[src/design/tev_pkg.sv]
// Package for the trigger event builder: sizes, command and status codes,
// and the request/response structs of the shared compare and add unit.
// Used by every module of the block; depends on nothing else.
package tev_pkg;

    localparam int NUM_LAYERS  = 8;
    localparam int QUEUE_DEPTH = 16;

    localparam int LAYER_W = (NUM_LAYERS > 1) ? $clog2(NUM_LAYERS) : 1;
    localparam int PTR_W   = $clog2(QUEUE_DEPTH);
    localparam int FILL_W  = $clog2(QUEUE_DEPTH + 1);
    localparam int CNT_W   = $clog2(NUM_LAYERS + 1);
    localparam int MASK_W  = (NUM_LAYERS < 8) ? NUM_LAYERS : 8;

    localparam int CMD_W    = 3;
    localparam int LAYIN_W  = 3;
    localparam int TRIG_W   = 32;
    localparam int HITS_W   = 10;
    localparam int HTOT_W   = 13;
    localparam int MASKO_W  = 8;
    localparam int CFG_W    = 4;
    localparam int ENTRY_W  = HITS_W + TRIG_W;

    localparam int IN_TDATA_W  = 48;
    localparam int OUT_TDATA_W = 88;

    localparam logic [HTOT_W-1:0] HTOT_MAX = '1;
    localparam logic [TRIG_W-1:0] TRIG_MAX = '1;

    typedef enum logic [CMD_W-1:0] {
        CMD_PUSH  = 3'd0,
        CMD_BUILD = 3'd1,
        CMD_MON   = 3'd2,
        CMD_START = 3'd3,
        CMD_STOP  = 3'd4
    } t_cmd;

    typedef enum logic [2:0] {
        ST_NONE      = 3'd0,
        ST_BUILT     = 3'd1,
        ST_DROPPED   = 3'd2,
        ST_MON_COPY  = 3'd3,
        ST_MON_EMPTY = 3'd4,
        ST_PUSHED    = 3'd5,
        ST_OVERFLOW  = 3'd6
    } t_status;

    typedef struct packed {
        logic [TRIG_W-1:0] cand;
        logic [TRIG_W-1:0] base;
        logic [HTOT_W-1:0] acc;
        logic [HITS_W-1:0] add;
    } t_unit_req;

    typedef struct packed {
        logic              lt;
        logic              eq;
        logic [HTOT_W-1:0] sum;
    } t_unit_rsp;

endpackage

[src/design/tev_merge_unit.sv]
// Shared compare and saturating add unit, used for the minimum search and
// for the match and hit summing passes. Depends on tev_pkg.
module tev_merge_unit
    import tev_pkg::*;
(
    input  t_unit_req i_req,
    output t_unit_rsp o_rsp
);

    logic [HTOT_W:0] w_sum;

    assign w_sum = {1'b0, i_req.acc} + (HTOT_W + 1)'(i_req.add);

    always_comb begin
        o_rsp.lt  = i_req.cand < i_req.base;
        o_rsp.eq  = i_req.cand == i_req.base;
        o_rsp.sum = w_sum[HTOT_W] ? HTOT_MAX : w_sum[HTOT_W-1:0];
    end

endmodule

[config.mk]
export PLATFORM = sky130hd
export DESIGN_NAME = tev_merge_unit
export DESIGN_NICKNAME = d
export VERILOG_FILES = /design/src/design/tev_pkg.sv /design/src/design/tev_merge_unit.sv
export SDC_FILE = /design/constraint.sdc
export NUM_CORES = 1
export LEC_CHECK = 0
export ABC_CLOCK_PERIOD_IN_PS = 1900
export BUFFER_PORTS_ARGS = -buffer_cell sky130_fd_sc_hd__buf_2
export CELL_PAD_IN_SITES_DETAIL_PLACEMENT = 1
export CELL_PAD_IN_SITES_GLOBAL_PLACEMENT = 1
export CORE_MARGIN = 5
export CORE_UTILIZATION = 25
export DETAILED_ROUTE_END_ITERATION = 6
export GPL_TIMING_DRIVEN = 0
export PLACE_DENSITY_LB_ADDON = 0.1
export SLEW_MARGIN = 20
export SYNTH_ARGS = -nofsm -noshare
export SYNTH_HDL_FRONTEND = slang
export SYNTH_SLANG_ARGS = --single-unit
[constraint.sdc]
create_clock -name vclk -period 1.9
set_input_delay 0.19 -clock vclk [all_inputs]
set_output_delay 0.19 -clock vclk [all_outputs]
set_load 0.02 [all_outputs]
After elaboration in Yosys (flattened, before gate mapping)

Cells that the tools add are included.

Flip-flop bits (word level): 0
Bits of input ports: 87
Output and inout port bits: 15
Logic and storage cells: 4

Add/sub/neg operators: 1
Magnitude comparators: 1
Equal/unequal tests: 1
Mux-type cells: 1

Operators with widths:

| operator                                  | number |
|---|---|
| 32-bit == test                            | 1 |
| 32-bit less-than comparator               | 1 |
| 13-bit by 10-bit adder with 14-bit output | 1 |
| 13-bit two-way mux                        | 1 |

Logic depth before layout (Yosys ltp)

Gate-level depths: netlist of run 1.

Word-level depth: 2
Depth in mapped cells: 9
Depth with buffers taken out: 9

Worst setup path before layout of run 1

OpenSTA, ideal clock, no wires.

Path kind: input to output
Start point: input port i_req[40] (netlist name)
End point: output port o_rsp[14] (netlist name)
Data arrival time: 2164 ps
Required time: 1710 ps
Path slack: -454 ps
Cell stages on the path: 7
Buffers on the path: 0
Cell sequence: inv_1 > ha_1 > a21oi_1 > o21ai_0 > a221oi_1 > nor2_1 > a2111oi_0

RTL lines:

| element     | line                | source |
|---|---|---|
| from (decl) | tev_merge_unit.sv:6 | `input t_unit_req i_req,` |
| to (decl)   | tev_merge_unit.sv:7 | `output t_unit_rsp o_rsp` |

==> results of run 1 <==
==> what timing repair did <==
item | in CTS | in global routing
cloned | 1 | 0
gates resized for setup | 78 | 18
buffers inserted | 9 | 0
pin swaps | 37 | 6
setup endpoints to repair | 15 | 15
==> power breakdown <==
| group | total (mW) | leakage [nW] | internal (mW) | switching [mW] |
|---|---|---|---|---|
| logic | 0.801 | 1.32 | 0.405 | 0.396 |
| clock network | 0 | 0 | 0 | 0 |
| registers | 0 | 0 | 0 | 0 |
==> per-layer routing <==
layer  global-route usage (%)  vias to the layer above
met5                        0                        -
met4                    1.007                        0
met3                    1.845                        4
met2                    27.62                       60
met1                    18.55                      827
li1                         -                      936
==> layout make-up <==
type | count | area [sq um] | share of cell area [%]
Tap cell | 72 | 90.09 | 3.519
Buffer | 2 | 15.01 | 0.5865
Inverter | 38 | 142.6 | 5.572
Timing Repair Buffer | 112 | 714.4 | 27.91
Multi-Input combinational cell | 164 | 1598 | 62.41
==> cell families after synthesis <==
group	Yosys count	synth area share [%]
buffers and inverters	41	11.26
XOR/XNOR	8	5.005
AO/OA/AOI/OAI	52	23.41
adder cells (fa/ha/maj)	43	38.96
AND/OR/NAND/NOR	61	21.36
==> tightest hold or removal path, stage by stage <==
cell	delay, ns
buf_2	0.09
a31oi_1	0.05
a21oi_2	0.11
buf_6	0.13
==> layout by cell type (no fill, tap or decap), types with 5 or more instances in the layout <==
cell,instances
a21oi_1,17
nand2_1,21
a21oi_2,6
nand2_4,5
buf_4,10
nor2_1,8
buf_2,82
buf_6,20
ha_4,14
xor2_1,5
inv_1,37
ha_1,28
==> worst max-delay path by stage <==
stage,slack [ns],depth (start not counted),startpoint,end
global placement,-0.43,10,i_req[6],o_rsp[11]
detailed placement,-0.42,10,i_req[1],o_rsp[11]
finish,-0.17,9,i_req[2],o_rsp[4]
global route,-0.26,9,i_req[8],o_rsp[5]
CTS,-0.11,10,i_req[11],o_rsp[11]
floorplan,-0.02,8,i_req[3],o_rsp[1]
==> metrics by stage <==
stage | setup slack [ns] | util, % | TNS, ns | cells | hold slack, ns
after floorplan | -0.02060 | - | -0.1641 | 205 | 0.5782
after global placement | -0.4326 | 36.90 | -5.049 | 379 | 0.7900
after detailed placement | -0.4204 | 36.90 | -4.954 | 379 | 0.7856
after CTS | -0.1097 | 45.31 | -1.164 | 389 | 0.7697
after global routing | -0.2557 | 46.78 | -3.179 | 388 | 0.7769
final | -0.1718 | 46.78 | -1.941 | 388 | 0.7572
==> flow_metrics.env, run 1 <==
export IMPL_run_status="finished with violations"
export IMPL_violations="negative setup slack"
export IMPL_number_of_clock_buffer_instances_in_the_layout=0
export IMPL_number_of_filler_instances_in_the_final_layout=702
export IMPL_post_synth_instance_area_sq_um=1400
export IMPL_max_slew_margin_pct=74.60
export IMPL_setup_repair_after_global_routing_missed_its_margin="true"
export IMPL_hold_path_class="in2out"
export IMPL_route_final_wire_length_mm=5.289
export IMPL_seq_area_frac_synth_pct=0
export IMPL_synth_commonest_cells="ha_1 (42), inv_1 (38), nand2_1 (26), a21oi_1 (24), nor2_1 (11)"
export IMPL_postRouteAntennaNets=0
export IMPL_drc=0
export IMPL_required_ns=1.71
export IMPL_design_area_sq_um=2560
export IMPL_placement_rows=27
export IMPL_critical_path_startpoint_type="input pin"
export IMPL_grt_pass1_wl_mm=9.128
export IMPL_grt_use_total_pct=14.69
export IMPL_dominant_delay_contributor_by_cell_family_on_the_critical_path="compound AO/OA/AOI/OAI gates"
export IMPL_synthesis_instances=205
export IMPL_min_delay_path_depth=4
export IMPL_maxClockFrequency_mhz=482.7
export IMPL_dr_max_layer_used="met4"
export IMPL_synth_nets=335
export IMPL_final_setup_violating_endpoints=14
export IMPL_routed_wl_met2_mm=2.678
export IMPL_min_delay_worst_endpoint="o_rsp[12]"
export IMPL_antenna_cells_inserted=0
export IMPL_synth_warnings=0
export IMPL_gpl_final_weighted_congestion=0.7019
export IMPL_detail_route_wirelength_met1_mm=2.261
export IMPL_worst_path_largest_cell_delay_ns=0.34
export IMPL_min_period_ns=2.072
export IMPL_worst_endpoint_arrival_ns=1.88
export IMPL_sequential_cell_total=0
export IMPL_design_power_total_mw=0.8011
export IMPL_floorplan_die_area_sq_um=7197
export IMPL_tightestPinTransition_ns=0.3779
export IMPL_core_area_sq_um=5473
export IMPL_worst_vdd_drop_mv=0.2212
export IMPL_fin_crit_sh_pct=109.0
export IMPL_floorplan_die_width_microns=84.84
export IMPL_grt_max_degree=10
export IMPL_critical_path_capture_point_type="output pin"
export IMPL_placedInstanceArea_sq_um=2019
export IMPL_final_hold_viol_count=0
export IMPL_floorplan_die_height_microns=84.84
export IMPL_met3WireLength_microns=305
export IMPL_timing_final_ws_setup_ns=-0.1718
export IMPL_dpl_hpwl_mm=4.137
export IMPL_ctsHoldBuffers=0
export IMPL_yosysTopAreaCellShare_pct=37.53
export IMPL_cap_violations=0
export IMPL_area_delta_synth_final_pct=82.84
export IMPL_worst_setup_path_class="in2out"
export IMPL_share_of_cells_above_drive_strength_1_pct=50.95
export IMPL_cpMaxStageDelayCell="a311o_1"
export IMPL_seq_area_sq_um=0
export IMPL_avgSynthCellArea_sq_um=6.830
export IMPL_number_of_antenna_violations_at_the_first_check_in_global_routing=0
export IMPL_wire_per_inst_microns=13.63
export IMPL_crit_buf_inv=3
export IMPL_vias_in_the_first_global_route=2053
export IMPL_place_port_buffers=102
export IMPL_io_pins=102
export IMPL_timing_critical_path_cells="buf_2 -> ha_4 -> nor2b_2 -> a311o_1 -> a21oi_4 -> a2bb2oi_4 -> buf_6 -> nand2_4 -> buf_6"
export IMPL_synth_most_common_cell="ha_1"
export IMPL_initial_utilization_pct=25.58
export IMPL_routed_via_density=4.709
export IMPL_timing_max_transition_violations_final=0
export IMPL_static_leakage_power_nw=1.319
export IMPL_nets=448
export IMPL_synthDistinctLibCells=36
export IMPL_power_density_nw_per_um2=312.9
export IMPL_synth_top_cells_by_area="ha_1 (38%), inv_1 (10%), a21oi_1 (8.6%)"
export IMPL_vias=1827
export IMPL_drt_pre_antenna_iters=4
export IMPL_drt_first_iter_violations=12
export IMPL_worst_path_max_fanout=5
export IMPL_gr_total_overflow=0
export IMPL_min_delay_start="i_req[22]"
export IMPL_netlist_top_cell_by_area="ha_1"
export IMPL_cpMostUsedCell="buf_6"
No activity file was read; power rests on OpenSTA's default activity.
==> run 2, diff against run 1 <==
- GPL_TIMING_DRIVEN: 0 -> not set
- SETUP_SLACK_MARGIN: not set -> 0.4
==> run 2 against run 1 <==
Compared with the run above: the run still ends with negative setup slack left; die area unchanged; clock-buffer cell count is the same; sequential share of layout area is the same; critical path depth is 2 higher; routed wire length increased by 12%; worst hold slack gained 0.014 ns; flip-flop and latch count unchanged; design area up 17%; maximum frequency is 2.4% higher; non-clock buffer count up 8; largest cell class unchanged.
==> flow_metrics.env, run 2 (same netlist as run 1, synthesis figures left out) <==
export IMPL_share_of_cells_above_drive_strength_1_pct=66.98
export IMPL_antenna_cells_inserted=0
export IMPL_vias=1894
export IMPL_gr_max_usage_layer="met2"
export IMPL_final_core_utilization_pct=54.55
export IMPL_route_final_wire_length_mm=5.935
export IMPL_area_delta_synth_final_pct=113.2
export IMPL_max_slew_margin_pct=77.69
export IMPL_placement_rows=27
export IMPL_grt_pass1_wl_mm=9.680
export IMPL_drt_first_iter_violations=31
export IMPL_wire_per_inst_microns=14.99
export IMPL_static_leakage_power_nw=1.409
export IMPL_drt_pre_antenna_iters=4
export IMPL_worst_setup_timing_slack_at_the_placement_stage_ns=-0.2750
export IMPL_gr_total_overflow=0
export IMPL_worst_path_max_fanout=2
export IMPL_postRouteAntennaNets=0
export IMPL_seq_area_sq_um=0
export IMPL_hold_path_class="in2out"
export IMPL_critical_path_startpoint_type="input pin"
export IMPL_crit_path_start="i_req[10]"
export IMPL_number_of_antenna_violations_at_the_first_check_in_global_routing=0
export IMPL_final_hold_viol_count=0
export IMPL_floorplan_die_height_microns=84.84
export IMPL_min_period_ns=2.023
export IMPL_gpl_final_weighted_congestion=0.7552
export IMPL_drc=0
export IMPL_final_setup_violating_endpoints=13
export IMPL_global_route_usage_met1_pct=19.25
export IMPL_layout_cells_most_common="buf_2"
export IMPL_sequential_cell_total=0
export IMPL_floorplan_die_area_sq_um=7197
export IMPL_min_delay_start="i_req[22]"
export IMPL_worst_endpoint_arrival_ns=1.83
export IMPL_initial_utilization_pct=25.58
export IMPL_place_port_buffers=102
export IMPL_violations="negative setup slack"
export IMPL_critical_path_capture_point_type="output pin"
export IMPL_grt_use_total_pct=15.77
export IMPL_setup_repair_after_global_routing_missed_its_margin="true"
export IMPL_fin_crit_sh_pct=106.5
export IMPL_worst_setup_path_class="in2out"
export IMPL_use_met2_pct=31.03
export IMPL_vias_in_the_first_global_route=2084
export IMPL_power_density_nw_per_um2=309.2
export IMPL_final_cell_mix="buf_2 (64), buf_6 (36), ha_4 (28), buf_4 (19), inv_2 (18)"
export IMPL_nets=456
export IMPL_number_of_filler_instances_in_the_final_layout=661
export IMPL_number_of_clock_buffer_instances_in_the_layout=0
export IMPL_timing_max_transition_violations_final=0
export IMPL_core_area_sq_um=5473
export IMPL_tightestPinTransition_ns=0.3347
export IMPL_design_power_total_mw=0.9230
export IMPL_groute_layer_met3_usage_pct=1.942
export IMPL_required_ns=1.71
export IMPL_dpl_hpwl_mm=4.616
export IMPL_run_status="finished with violations"
export IMPL_worst_vdd_drop_mv=0.1728
export IMPL_routed_via_density=4.783
export IMPL_io_pins=102
export IMPL_cap_violations=0
export IMPL_ctsHoldBuffers=0
export IMPL_maxClockFrequency_mhz=494.3
export IMPL_timing_final_ws_setup_ns=-0.1232
export IMPL_grt_max_degree=10
export IMPL_floorplan_die_width_microns=84.84
==> run 2: routing by layer <==
metal,part of all wire [%],vias up
li1,-,952
met1,40,877
met2,53,63
met3,6.2,2
met4,0.24,0
met5,0,-
==> run 2: final timing paths <==
| path | slack, ns | endpoint | cells past startpoint |
|---|---|---|---|
| hold / removal | 0.77 | o_rsp[12] | 4 |
| setup / recovery | -0.12 | o_rsp[12] | 11 |
==> run 2: what timing repair did <==
action,in CTS,in global routing
setup buffers,3,0
pin swaps,46,7
resized for setup,108,25
setup endpoints to repair,15,15
==> run 2: per-stage QoR <==
step	cells	cell area [sq um]	hold WS, ns	setup TNS, ns
floorplan	205	1613	0.5425	0
global placement	393	2322	0.7620	-2.546
detailed placement	393	2322	0.7621	-3.337
CTS	396	2889	0.7490	-1.178
global route	396	2985	0.8030	-2.558
finish	396	2985	0.7717	-1.353
==> run 2: critical path, stage by stage <==
cell	delay [ns]
buf_8	0.07
ha_4	0.15
inv_2	0.04
fa_2	0.35
nand2b_4	0.17
a21oi_4	0.16
nor2_2	0.07
o21ai_2	0.21
a31oi_2	0.13
a21oi_2	0.14
buf_6	0.14
==> run 2: cell type report <==
type | instances | area, sq um | share of cell area, %
inverters | 38 | 165.2 | 5.532
multi-input cells | 164 | 1817 | 60.85
well taps | 72 | 90.09 | 3.018
repair buffers | 122 | 913.4 | 30.60
==> run 2: power breakdown <==
| part | switching (mW) | leakage, nW | internal [mW] |
|---|---|---|---|
| Sequential | 0 | 0 | 0 |
| Clock | 0 | 0 | 0 |
| Combinational | 0.442 | 1.41 | 0.481 |
==> run 3, diff against run 2 <==
- PLACE_DENSITY: not set -> 0.85
- PLACE_DENSITY_LB_ADDON: 0.1 -> not set
==> run 3 against run 2 <==
Compared with the run above: the run still ends with negative setup slack left; via count rose by 6.8%; total power up 10%; sequential share of layout area unchanged; non-clock buffer count grew 9; core utilization up 2.2 points; worst setup slack got worse by 0.071 ns; combinational power up 11%; critical path depth fell by 1; critical endpoint is now o_rsp[8]; largest power group unchanged.
==> flow_metrics.env, run 3 (same netlist as run 1, synthesis figures left out) <==
export IMPL_run_status="finished with violations"
export IMPL_violations="negative setup slack"
export IMPL_routed_via_density=4.980
export IMPL_area_delta_synth_final_pct=121.9
export IMPL_grt_use_total_pct=19.13
export IMPL_static_leakage_power_nw=1.484
export IMPL_cpMostUsedCell="buf_6"
export IMPL_core_area_sq_um=5473
export IMPL_hold_path_class="in2out"
export IMPL_nets=465
export IMPL_gr_total_overflow=0
export IMPL_floorplan_die_area_sq_um=7197
export IMPL_whs_ns=0.7612
export IMPL_power_density_nw_per_um2=328.2
export IMPL_maxClockFrequency_mhz=477.5
export IMPL_floorplan_die_height_microns=84.84
export IMPL_placedCellCount=397
export IMPL_min_period_ns=2.094
export IMPL_cpMaxStageDelayCell="a311o_1"
export IMPL_number_of_clock_buffer_instances_in_the_layout=0
export IMPL_grt_pass1_wl_mm=11.36
export IMPL_sequential_cell_total=0
export IMPL_worst_vdd_drop_mv=0.1674
export IMPL_wire_per_inst_microns=18.12
export IMPL_min_delay_start="i_req[22]"
export IMPL_drt_first_iter_violations=39
export IMPL_timing_critical_path_cells="buf_6 -> ha_4 -> buf_6 -> a311o_1 -> a21oi_4 -> a2bb2oi_4 -> buf_6 -> buf_16 -> nand2_4 -> buf_6"
export IMPL_critical_path_capture_point_type="output pin"
export IMPL_worst_endpoint_arrival_ns=1.90
export IMPL_dominant_delay_contributor_by_cell_family_on_the_critical_path="compound AO/OA/AOI/OAI gates"
export IMPL_cap_violations=0
export IMPL_number_of_antenna_violations_at_the_first_check_in_global_routing=1
export IMPL_timing_final_ws_setup_ns=-0.1943
export IMPL_placedInstanceArea_sq_um=2365
export IMPL_place_port_buffers=102
export IMPL_fin_crit_sh_pct=110.2
export IMPL_final_cell_mix="buf_2 (59), buf_6 (45), buf_4 (25), ha_4 (23), inv_1 (21)"
export IMPL_min_delay_path_depth=4
export IMPL_worst_setup_timing_slack_at_the_placement_stage_ns=-0.2536
export IMPL_tightestPinTransition_ns=0.3827
export IMPL_route_final_wire_length_mm=7.357
export IMPL_dpl_hpwl_mm=4.963
export IMPL_min_delay_worst_endpoint="o_rsp[12]"
export IMPL_number_of_filler_instances_in_the_final_layout=649
export IMPL_share_of_cells_above_drive_strength_1_pct=66.07
export IMPL_finish_cell_count_without_fillers=406
export IMPL_final_setup_violating_endpoints=14
export IMPL_drt_pre_antenna_iters=4
export IMPL_postRouteAntennaNets=0
export IMPL_design_area_sq_um=3107
export IMPL_critical_path_startpoint_type="input pin"
export IMPL_gpl_final_weighted_congestion=0.7874
export IMPL_vias=2022
export IMPL_drc=0
export IMPL_crit_buf_inv=5
export IMPL_required_ns=1.71
export IMPL_setup_repair_after_global_routing_missed_its_margin="true"
export IMPL_initial_utilization_pct=25.58
export IMPL_layout_cells_most_common="buf_2"
export IMPL_final_hold_viol_count=0
export IMPL_worst_path_max_fanout=5
export IMPL_multi_input_combinational_cell_area_sq_um=1807
export IMPL_io_pins=102
export IMPL_worst_setup_path_class="in2out"
export IMPL_seq_area_sq_um=0
export IMPL_placement_rows=27
export IMPL_vias_in_the_first_global_route=2418
export IMPL_max_slew_margin_pct=74.28
export IMPL_timing_max_transition_violations_final=0
export IMPL_worst_path_largest_cell_delay_ns=0.41
export IMPL_grt_max_degree=10
export IMPL_floorplan_die_width_microns=84.84
run 3: power by group:
group          internal (mW)  leakage (nW)  switching (mW)
Clock           0.0000000704    0.00000634               0
Sequential                 0             0               0
Combinational          0.526          1.48           0.494
Total                  0.526          1.48           0.494
run 3: per-stage QoR:
stage	utilization (%)	total power, mW	TNS, ns
6_report	56.77	1.020	-2.280
5_1_grt	56.77	1.096	-3.034
4_1_cts	55.76	0.9562	-1.611
3_5_place_dp	43.21	0.6922	-3.116
3_3_place_gp	43.21	0.6587	-2.202
2_1_floorplan	-	0.4031	0
run 3: routing by layer:
layer / vias to the layer above / wire, microns / GRT usage [%]
met4: 0 / 302 / 6.475
met3: 24 / 306 / 1.456
met5: - / 0 / 0
li1: 969 / - / -
met2: 77 / 4195 / 40.64
met1: 952 / 2554 / 18.86
run 3: final cells by class:
class | instances | area share, %
Inverter | 38 | 5.477
Multi-Input combinational cell | 164 | 58.16
Antenna cell | 1 | 0.08055
Tap cell | 72 | 2.900
Timing Repair Buffer | 131 | 33.39
run 3: timing repair:
action	4_1_cts	5_1_grt
buffers inserted	6	1
resized for setup	130	10
pin swaps	48	4
endpoints found under the setup margin	15	15
hold endpoints to repair	0	0
gates cloned	1	0
hold buffers	0	0
run 3: worst max-delay path by stage:
stage | from | endpoint | slack (ns) | cells past startpoint
floorplan | i_req[1] | o_rsp[11] | 0.04 | 8
global placement | i_req[1] | o_rsp[7] | -0.20 | 10
detailed placement | i_req[1] | o_rsp[0] | -0.25 | 10
CTS | i_req[14] | o_rsp[2] | -0.15 | 10
global route | i_req[8] | o_rsp[8] | -0.24 | 10
finish | i_req[14] | o_rsp[8] | -0.19 | 10
